<file path="src/design/bps_pkg.sv">
package bps_pkg;

	localparam logic FUNC_TICK  = 1'b0;
	localparam logic FUNC_START = 1'b1;

	localparam int S_TDATA_W = 72;
	localparam int M_TDATA_W = 8;

	typedef struct packed {
		logic        func;
		logic [7:0]  beeps_per_round;
		logic [15:0] on_ticks;
		logic [15:0] gap_ticks;
		logic [7:0]  round_count;
		logic [15:0] round_gap_ticks;
		logic        hide_on_round_gap;
	} bps_item_t;

	typedef struct packed {
		logic buzzer;
		logic hide_display;
		logic busy_res;
		logic done_res;
	} bps_res_t;

endpackage

</file>
<file path="src/design/beep_pattern_sequencer.sv">
// channel | dir | width          | contents
// s_axis  | in  | tdata 72, user | pattern fields, func in tuser
// m_axis  | out | tdata 8        | buzzer, hide_display, busy_res, done_res
//
// one transaction per clock while the result is not stalled; input register then state update and result register
// an input transaction passes the input register and then the result register before its earliest result transaction
// arst_n clears all sequencer state and both stage valids
// a stalled result holds the input stage; s_axis_tready falls only when both stages are full
module beep_pattern_sequencer
	import bps_pkg::*;
(
	input  logic                 clk,
	input  logic                 arst_n,
	input  logic                 s_axis_tvalid,
	output logic                 s_axis_tready,
	// beeps_per_round, on_ticks, gap_ticks, round_count, round_gap_ticks, hide_on_round_gap,
	// zero pad
	input  logic [S_TDATA_W-1:0] s_axis_tdata,
	// func
	input  logic                 s_axis_tuser,
	output logic                 m_axis_tvalid,
	input  logic                 m_axis_tready,
	// buzzer, hide_display, busy_res, done_res, zero pad
	output logic [M_TDATA_W-1:0] m_axis_tdata
);

	logic      valid_s1;
	bps_item_t item_s1;
	logic      adv;
	bps_res_t  res;
	logic      out_valid_q;
	bps_res_t  out_q;

	assign adv           = valid_s1 && (!out_valid_q || m_axis_tready);
	assign s_axis_tready = !valid_s1 || adv;

	always_ff @(posedge clk or negedge arst_n) begin
		if (!arst_n) begin
			valid_s1 <= 1'b0;
		end else if (s_axis_tready) begin
			valid_s1 <= s_axis_tvalid;
		end
	end

	always_ff @(posedge clk) begin
		if (s_axis_tready && s_axis_tvalid) begin
			item_s1.func              <= s_axis_tuser;
			item_s1.beeps_per_round   <= s_axis_tdata[7:0];
			item_s1.on_ticks          <= s_axis_tdata[23:8];
			item_s1.gap_ticks         <= s_axis_tdata[39:24];
			item_s1.round_count       <= s_axis_tdata[47:40];
			item_s1.round_gap_ticks   <= s_axis_tdata[63:48];
			item_s1.hide_on_round_gap <= s_axis_tdata[64];
		end
	end

	bps_seq u_seq (
		.clk    (clk),
		.arst_n (arst_n),
		.step   (adv),
		.item   (item_s1),
		.res    (res)
	);

	always_ff @(posedge clk or negedge arst_n) begin
		if (!arst_n) begin
			out_valid_q <= 1'b0;
		end else if (adv) begin
			out_valid_q <= 1'b1;
		end else if (m_axis_tready) begin
			out_valid_q <= 1'b0;
		end
	end

	always_ff @(posedge clk) begin
		if (adv) begin
			out_q <= res;
		end
	end

	assign m_axis_tvalid = out_valid_q;
	assign m_axis_tdata  = {4'd0, out_q.done_res, out_q.busy_res,
		out_q.hide_display, out_q.buzzer};

endmodule

</file>
<file path="src/design/bps_seq.sv">
module bps_seq
	import bps_pkg::*;
(
	input  logic      clk,
	input  logic      arst_n,
	input  logic      step,
	input  bps_item_t item,
	output bps_res_t  res
);

	logic        running_q, n_running;
	logic        buzzer_q, n_buzzer;
	logic [15:0] cnt_q, n_cnt;
	logic [7:0]  beep_q, n_beep;
	logic [7:0]  round_q, n_round;
	logic        pause_q, n_pause;
	logic        hide_q, n_hide;
	logic [7:0]  beep_cnt_q, n_beep_cnt;
	logic [15:0] on_q, n_on;
	logic [15:0] gap_q, n_gap;
	logic [7:0]  round_cnt_q, n_round_cnt;
	logic [15:0] rgap_q, n_rgap;
	logic        hide_en_q, n_hide_en;
	logic        done;
	logic [15:0] cnt_inc;
	logic [15:0] gap_lim;

	assign cnt_inc = cnt_q + 16'd1;
	assign gap_lim = pause_q ? rgap_q : gap_q;

	always_comb begin
		n_running   = running_q;
		n_buzzer    = buzzer_q;
		n_cnt       = cnt_q;
		n_beep      = beep_q;
		n_round     = round_q;
		n_pause     = pause_q;
		n_hide      = hide_q;
		n_beep_cnt  = beep_cnt_q;
		n_on        = on_q;
		n_gap       = gap_q;
		n_round_cnt = round_cnt_q;
		n_rgap      = rgap_q;
		n_hide_en   = hide_en_q;
		done        = 1'b0;
		if (item.func == FUNC_START) begin
			n_beep_cnt  = item.beeps_per_round;
			n_on        = item.on_ticks;
			n_gap       = item.gap_ticks;
			n_round_cnt = item.round_count;
			n_rgap      = item.round_gap_ticks;
			n_hide_en   = item.hide_on_round_gap;
			n_beep      = 8'd1;
			n_round     = 8'd1;
			n_running   = 1'b1;
			n_buzzer    = 1'b1;
		end else if (running_q) begin
			n_cnt = cnt_inc;
			if (buzzer_q) begin
				if (cnt_inc > on_q) begin
					n_buzzer = 1'b0;
					n_cnt    = 16'd0;
					if (beep_q < beep_cnt_q) begin
						n_beep = beep_q + 8'd1;
					end else if (round_q < round_cnt_q) begin
						n_beep  = 8'd1;
						n_round = round_q + 8'd1;
						n_pause = 1'b1;
						if (hide_en_q) begin
							n_hide = 1'b1;
						end
					end else begin
						n_running = 1'b0;
						done      = 1'b1;
					end
				end
			end else if (cnt_inc > gap_lim) begin
				if (pause_q) begin
					n_pause = 1'b0;
					n_hide  = 1'b0;
				end
				n_buzzer = 1'b1;
				n_cnt    = 16'd0;
			end
		end
	end

	assign res.buzzer       = n_buzzer;
	assign res.hide_display = n_hide;
	assign res.busy_res     = n_running;
	assign res.done_res     = done;

	always_ff @(posedge clk or negedge arst_n) begin
		if (!arst_n) begin
			running_q   <= 1'b0;
			buzzer_q    <= 1'b0;
			cnt_q       <= '0;
			beep_q      <= '0;
			round_q     <= '0;
			pause_q     <= 1'b0;
			hide_q      <= 1'b0;
			beep_cnt_q  <= '0;
			on_q        <= '0;
			gap_q       <= '0;
			round_cnt_q <= '0;
			rgap_q      <= '0;
			hide_en_q   <= 1'b0;
		end else if (step) begin
			running_q   <= n_running;
			buzzer_q    <= n_buzzer;
			cnt_q       <= n_cnt;
			beep_q      <= n_beep;
			round_q     <= n_round;
			pause_q     <= n_pause;
			hide_q      <= n_hide;
			beep_cnt_q  <= n_beep_cnt;
			on_q        <= n_on;
			gap_q       <= n_gap;
			round_cnt_q <= n_round_cnt;
			rgap_q      <= n_rgap;
			hide_en_q   <= n_hide_en;
		end
	end

endmodule
</file>
<file path="config.mk">
export PLATFORM = sky130hd
export DESIGN_NAME = beep_pattern_sequencer
export DESIGN_NICKNAME = d
export VERILOG_FILES = /design/src/design/bps_pkg.sv /design/src/design/beep_pattern_sequencer.sv /design/src/design/bps_seq.sv
export SDC_FILE = /design/constraint.sdc
export NUM_CORES = 1
export LEC_CHECK = 0
export BUFFER_PORTS_ARGS = -buffer_cell sky130_fd_sc_hd__buf_4
export CORE_MARGIN = 1.5
export CORE_UTILIZATION = 45
export DETAILED_ROUTE_END_ITERATION = 8
export REMOVE_ABC_BUFFERS = 1
export SYNTH_ARGS = -nofsm -noshare
export SYNTH_HDL_FRONTEND = slang
export SYNTH_HIERARCHICAL = 1
export SYNTH_SLANG_ARGS = --single-unit
</file>
<file path="constraint.sdc">
create_clock -name clk -period 5.6 [get_ports clk]
set_input_delay 0.56 -clock clk [delete_from_list [all_inputs] [get_ports clk]]
set_output_delay 0.56 -clock clk [all_outputs]
set_load 0.005 [all_outputs]
</file>
Word level (Yosys, flattened, before mapping)

Index checks and enable logic that the tools add are counted.

Multiplexer cells: 44
Equal/unequal tests: 4
Add/sub/neg operators: 3
$mul: 0
$lt $le $gt $ge: 4
Bitwise logic cells: 4
Reduce and logical (&&, ||, !) cells: 19
Divide/modulo/power cells: 0
Shift operators: 0

Operators with widths:

| operator                                                        | count |
|---|---|
| 8-bit two-way mux                                               | 12 |
| 16-bit two-way mux                                              | 4 |
| 16-bit greater-than comparator                                  | 2 |
| 1-bit two-way mux                                               | 28 |
| 16-bit by 1-bit adder with 16-bit output, second input constant | 1 |
| 8-bit by 1-bit adder with 8-bit output, second input constant   | 2 |
| 8-bit less-than comparator                                      | 2 |
| 2-bit nonzero test                                              | 6 |
| 2-bit != test, second input constant                            | 4 |
| 7-bit AND reduction                                             | 1 |
| 6-bit AND reduction                                             | 1 |
| 5-bit AND reduction                                             | 1 |
| 5-bit OR reduction                                              | 1 |
| 1-bit inverter                                                  | 4 |
| 3-bit AND reduction                                             | 1 |
| 3-bit nonzero test                                              | 1 |
| 1-bit logical AND                                               | 2 |
| 1-bit logical NOT                                               | 2 |
| 1-bit logical OR                                                | 2 |
| 2-bit AND reduction                                             | 1 |

Flip-flop bits (word level): 173
Memory bits (read-only): 0
RAM bits: 0
Word-level logic and storage cells: 104
Output and inout port bits: 10
Memories: 0
Input bits: 77
Bits in latches: 0

Depth between registers and ports, before layout

Word-level depth: 7
Mapped depth: 18
Mapped depth without buffers: 16

Cells and area by module

Netlist, hierarchy kept.

Modules (own cells, without submodules):

| module                 | times used | cells each | area an instance (um^2) | sequential area each (um^2) |
|---|---|---|---|---|
| bps_seq                | 1          | 654        | 5756.8                  | 2527.4 |
| beep_pattern_sequencer | 1          | 83         | 2239.6                  | 2152.1 |

Worst setup path after synthesis

Ideal clock, no wire load.

Path kind: flip-flop to flip-flop
Start point: register u_seq.cnt_q[0]
End point: register u_seq.round_q[7]
Stages on the path, launching flop included: 18
Slack: 1.808 ns
Path buffers: 1
Clock period less this slack: 3.792 ns
Required time: 5.522 ns
Library setup time: 0.078 ns
Data arrival time: 3.714 ns
Path through: dfrtp_1 ha_1 nand3_1 nor2_1 and3_1 and3_1 and3_1 xnor2_1 inv_1 ha_1 nand4_2 or3_1 a21oi_2 o31a_1 buf_6 a31oi_4 or4_1 a21oi_1

Word-level cells in the longest chain between the ends: 4

Ends and longest elaborated chain:

| element                                  | line           | text |
|---|---|---|
| from (decl)                              | bps_seq.sv:13  | `logic [15:0] cnt_q, n_cnt;` |
| from (signal assigned)                   | bps_seq.sv:111 | `cnt_q <= n_cnt;` |
| 16-bit by 1-bit adder with 16-bit output | bps_seq.sv:28  | `assign cnt_inc = cnt_q + 16'd1;` |
| 16-bit greater-than comparator           | bps_seq.sv:60  | `if (cnt_inc > on_q) begin` |
| 2-bit nonzero test (no source line)      | --             |  |
| 6-bit AND reduction (no source line)     | --             |  |
| to (signal assigned)                     | bps_seq.sv:113 | `round_q <= n_round;` |
| to (decl)                                | bps_seq.sv:15  | `logic [7:0] round_q, n_round;` |

No other way between the ends.
A chain may end at the register's enable or synchronous reset.

Worst setup path after layout

Start point: register u_seq.cnt_q[0]
End point: register u_seq.cnt_q[0]

Word-level cells in the longest chain between the ends: 4
Elaborated cells between the ends (all ways): 6
Those cells by class: add/sub: 1; order compare: 2; mux: 3

Ends and longest elaborated chain:

| element                                                  | line                         | text |
|---|---|---|
| 16-bit by 1-bit adder with 16-bit output *               | bps_seq.sv:28                |  |
| 16-bit greater-than comparator, on equally long branches | bps_seq.sv:77, bps_seq.sv:60 |  |
| 16-bit two-way mux, on equally long branches             | bps_seq.sv:77, bps_seq.sv:60 |  |
| 16-bit two-way mux *                                     | bps_seq.sv:59                | `if (buzzer_q) begin` |

Mark *: on every way between the ends. The rest lies on a longest branch, timed or not.

==> summary.md <==
In this run the vertical extent of the chip is 136 µm. For the clock network fraction of design power, the log shows 33.6%. The die covers 18600 µm². The maximum number of pins on one net before global-route repair is 67. Across all layers, the routed design uses 5362 vias. Counting both buffers and inverters, the worst setup path holds a total of 2. Chip width: 136 µm. The combinational fraction of design power came out at 17.8%. The post-synthesis average cell area is 10.8 µm², and the area added between synthesis and finish is 15.7%.

For the pin with the worst max-slew slack, the measured transition is 1250 ps. The library cells used most frequently in the layout, excluding fill and tap cells, are nand2_1, dfrtp_1, buf_4, edfxtp_1, o21ai_0. Setup total negative slack on the finished layout was measured at 0 ps.

Fraction of registers with async set or reset after synthesis: 59.5%. For the worst setup path, the data required time is 5960 ps. The power per cell area was 351 nW/µm²; the total internal power was 2.31 mW. Traced cell by cell, the critical path runs through ha_1, nand3_1, nor2_1, and3_1, and3_1, and3_1, xnor2_1, inv_1, ha_1, nand4_2, nor3_1, a211o_1, o31ai_1, o211ai_1, buf_4, nor2_1, mux2_2.

87 I/O pins were placed. The run gives 17 as the number of buffers added by the clock tree synthesis step. The min-delay analysis places its worst path in the category input pin to async pin. The run gives 276 as the DRC violation total after the first TritonRoute iteration. In this run the tightest slew margin relative to its limit is 16.8%. The leakage power of the design is 4.29 nW.

Routability-driven placement finished with a final weighted congestion of 0.820. The antenna diode instance count was 0; the total count of max-transition violations in the final report was 0. Along the worst path, the maximum fanout reaches 16. After floorplanning, the core was divided into 48 placement rows. After filler insertion, the fill cell instance count of the layout stands at 1556. The total overflow left after global routing is 0.

Worst-case reg-to-reg path depth: 17. The tools report the maximum clock insertion buffer count as 2. In this run the post-CTS setup repair buffer count came out at 0. The worst setup path is captured at a flip-flop.

The utilization after layout came out at 53.3%. STA classifies the critical path startpoint as a flip-flop. The flip-flop and latch count after synthesis is 173, and the distinct cell type count after synthesis is 50. The data arrival time at the worst-slack endpoint was 5040 ps; the logic depth of the worst path, buffers included was 17. The final critical path takes up 83.5% of the cycle.

Yosys attributes the largest share of cell area to dfrtp_1, edfxtp_1, nand2_1. The most instantiated flip-flop cell in the synthesis netlist was dfrtp_1. The run gives 0.214 GHz as the fmax. Of the total power, registers draw 48.6%. For the placed instance count, the log shows 1010. The net switching component of the power came out at 942 µW.

The largest stage delay on the critical path works out to 520 ps. In the synthesized netlist, the number of instances is 737. Number of hold-slack violations in the final timing report: 0.

For this run, design rule violations remaining after detail routing come to 0. The initial antenna violation count is 0. Of the total power, the share spent switching nets is 29.0%. The first detailed-routing pass took 5 iterations. The clock drives 173 sinks.

For the total standard cell area after synthesis, the log shows 8000 µm². Number of synthesized flops with an enable pin: 70. The most common cell after layout, fill and taps aside is nand2_1. For the final-report setup violation count, the log shows 0. The number of gates resized after CTS was 0. The post-detailed-route via-to-cell ratio came out at 5.15. For the post-detailed-route count of antenna-violating nets, the log shows 0.

The source-to-sink clock delay at the later pin of the worst-skew pair came out at 430 ps. The via count of the first global-routing pass is 5329, and the fraction of layout instances using a drive strength above 1 is 14.2%. The kind of cell with the highest combined delay along the critical path is simple AND/OR/NAND/NOR gates.

The library cell with the largest summed area after synthesis was dfrtp_1. In this run the standard cell core region covers 17400 µm². The tools report the number of nets in the layout as 930. Setup repair after global routing left no endpoint under its margin. In the final routed layout, each cell accounts on average for 14.7 µm. For this design, the CTS-stage hold fixing added 0 buffers. Input and output buffers added on the ports amount to 75. The non-filler instance count after layout was 1042; the share of synthesized area occupied by flip-flops and latches was 58.5%. In this run the clock root is driven by a clkbuf_16. The post-layout minimum cycle time is 4680 ps, and the placed wire-length estimate after detailed placement is 10500 µm. In this run the number of H-tree levels came out at 4. The max capacitance violation total was 0; the largest vdd supply drop was 0.267 mV. The Yosys step of the flow raised 6 warnings.

Highest-delay cell along the critical path: o31ai_1. In this design, the critical path's most frequently occurring cell is and3_1. The flow ran to the end, and the final reports show no timing, DRC or antenna violations. Clock-pin slew was measured on the worst setup and hold paths at 70 ps. For this block, the routed nets add up to 15300 µm of wire. The top cell type's share of synthesized area came out at 32.2%.

TritonCTS built the clock tree. The type of the worst setup path is flip-flop to flip-flop. For the clock skew, the log shows 11.4 ps. Across every metal layer, demand over resource in global routing totals 17.9%.

The first global-routing pass estimated 25800 µm of wire. For this configuration, the core starts out at a cell density of 46.1%.
[worst paths after layout]
| check | start | end | slack, ps |
|---|---|---|---|
| worst max register to register | u_seq/cnt_q[0] | u_seq/cnt_q[0] | 920 |
| worst min-delay path | arst_n | u_seq/rgap_q[0] | 120 |
| min in group clk | s_axis_tdata[30] | item_s1[31] | 300 |
| worst min register to register | item_s1[10] | u_seq/rgap_q[9] | 440 |
| worst max-delay path | u_seq/cnt_q[0] | u_seq/cnt_q[0] | 920 |
| max in group asynchronous | arst_n | u_seq/round_q[1] | 4270 |
[through the flow]
| step | hold WS [ps] | instance area (µm²) | setup WS, ps | total power, mW |
|---|---|---|---|---|
| 4_1_cts | 135 | 9250 | 941 | 3.29 |
| 2_1_floorplan | 264 | 7840 | 1530 | 1.98 |
| 6_report | 119 | 9250 | 925 | 3.25 |
| 5_1_grt | 160 | 9250 | 578 | 3.45 |
| 3_5_place_dp | 424 | 8710 | 969 | 2.19 |
| 3_3_place_gp | 426 | 8710 | 1100 | 2.15 |
[routing by layer]
metal  up-vias  GRT usage, %  share of wire (%)
met5         -             0                  0
li1       2687             -                  -
met2       104          26.9                 45
met1      2559          25.4                 50
met4         0          7.62                1.2
met3        12          3.39                3.8
[power groups by stage]
stage	registers [mW]	logic [mW]	clock network, mW
after global placement	1.60	0.553	0
after global routing	1.60	0.672	1.18
final	1.58	0.579	1.09
after detailed placement	1.61	0.584	0
after CTS	1.58	0.587	1.12
after floorplan	1.58	0.405	0
[registers in the layout (all words and copies together), names as in the netlist]
signal             flops
u_seq/cnt_q           16
u_seq/beep_cnt_q       8
item_s1               66
u_seq/hide_en_q        1
u_seq/beep_q           8
valid_s1               1
u_seq/gap_q           16
u_seq/round_q          8
u_seq/buzzer_q         1
u_seq/running_q        1
u_seq/rgap_q          16
u_seq/on_q            16
u_seq/hide_q           1
m_axis_tvalid          1
u_seq/pause_q          1
m_axis_tdata           4
u_seq/round_cnt_q      8
[cell usage after synthesis (all sizes together), types with 2 or more instances]
| cell type | n |
|---|---|
| mux2i | 16 |
| ha | 49 |
| a211oi | 3 |
| or3 | 8 |
| mux2 | 2 |
| nor3 | 10 |
| clkbuf | 18 |
| a31oi | 3 |
| o21a | 5 |
| a211o | 2 |
| dfrtp | 103 |
| inv | 40 |
| o31ai | 4 |
| and3 | 10 |
| edfxtp | 70 |
| o21ai | 61 |
| o211ai | 5 |
| a21o | 4 |
| nand4 | 15 |
| nand3 | 19 |
| nand2 | 166 |
| a22o | 9 |
| nor4 | 2 |
| a21oi | 25 |
| xor2 | 12 |
| nor2b | 12 |
| xnor2 | 5 |
| or4 | 2 |
| and2 | 7 |
| buf | 15 |
| nand2b | 6 |
| nor2 | 19 |
[layout make-up]
type / count / area [µm²] / area share (%)
timing repair buffer: 78 / 586 / 6.33
clock inverter: 13 / 105 / 1.14
multi-input combinational: 494 / 3020 / 32.6
tap: 225 / 282 / 3.04
clock buffer: 19 / 433 / 4.68
sequential: 173 / 4680 / 50.6
inverter: 40 / 150 / 1.62
[kinds of logic after synthesis]
logic type	after synthesis	share of synthesized area, %
AND/OR/NAND/NOR	277	15.7
flip-flops	173	58.5
AO/OA/AOI/OAI	129	9.95
buffers and inverters	73	3.93
adder cells (fa/ha/maj)	49	7.67
multiplexers	18	2.28
XOR/XNOR	17	1.86
other	1	0.0469
(Power assumes the default switching activity.)
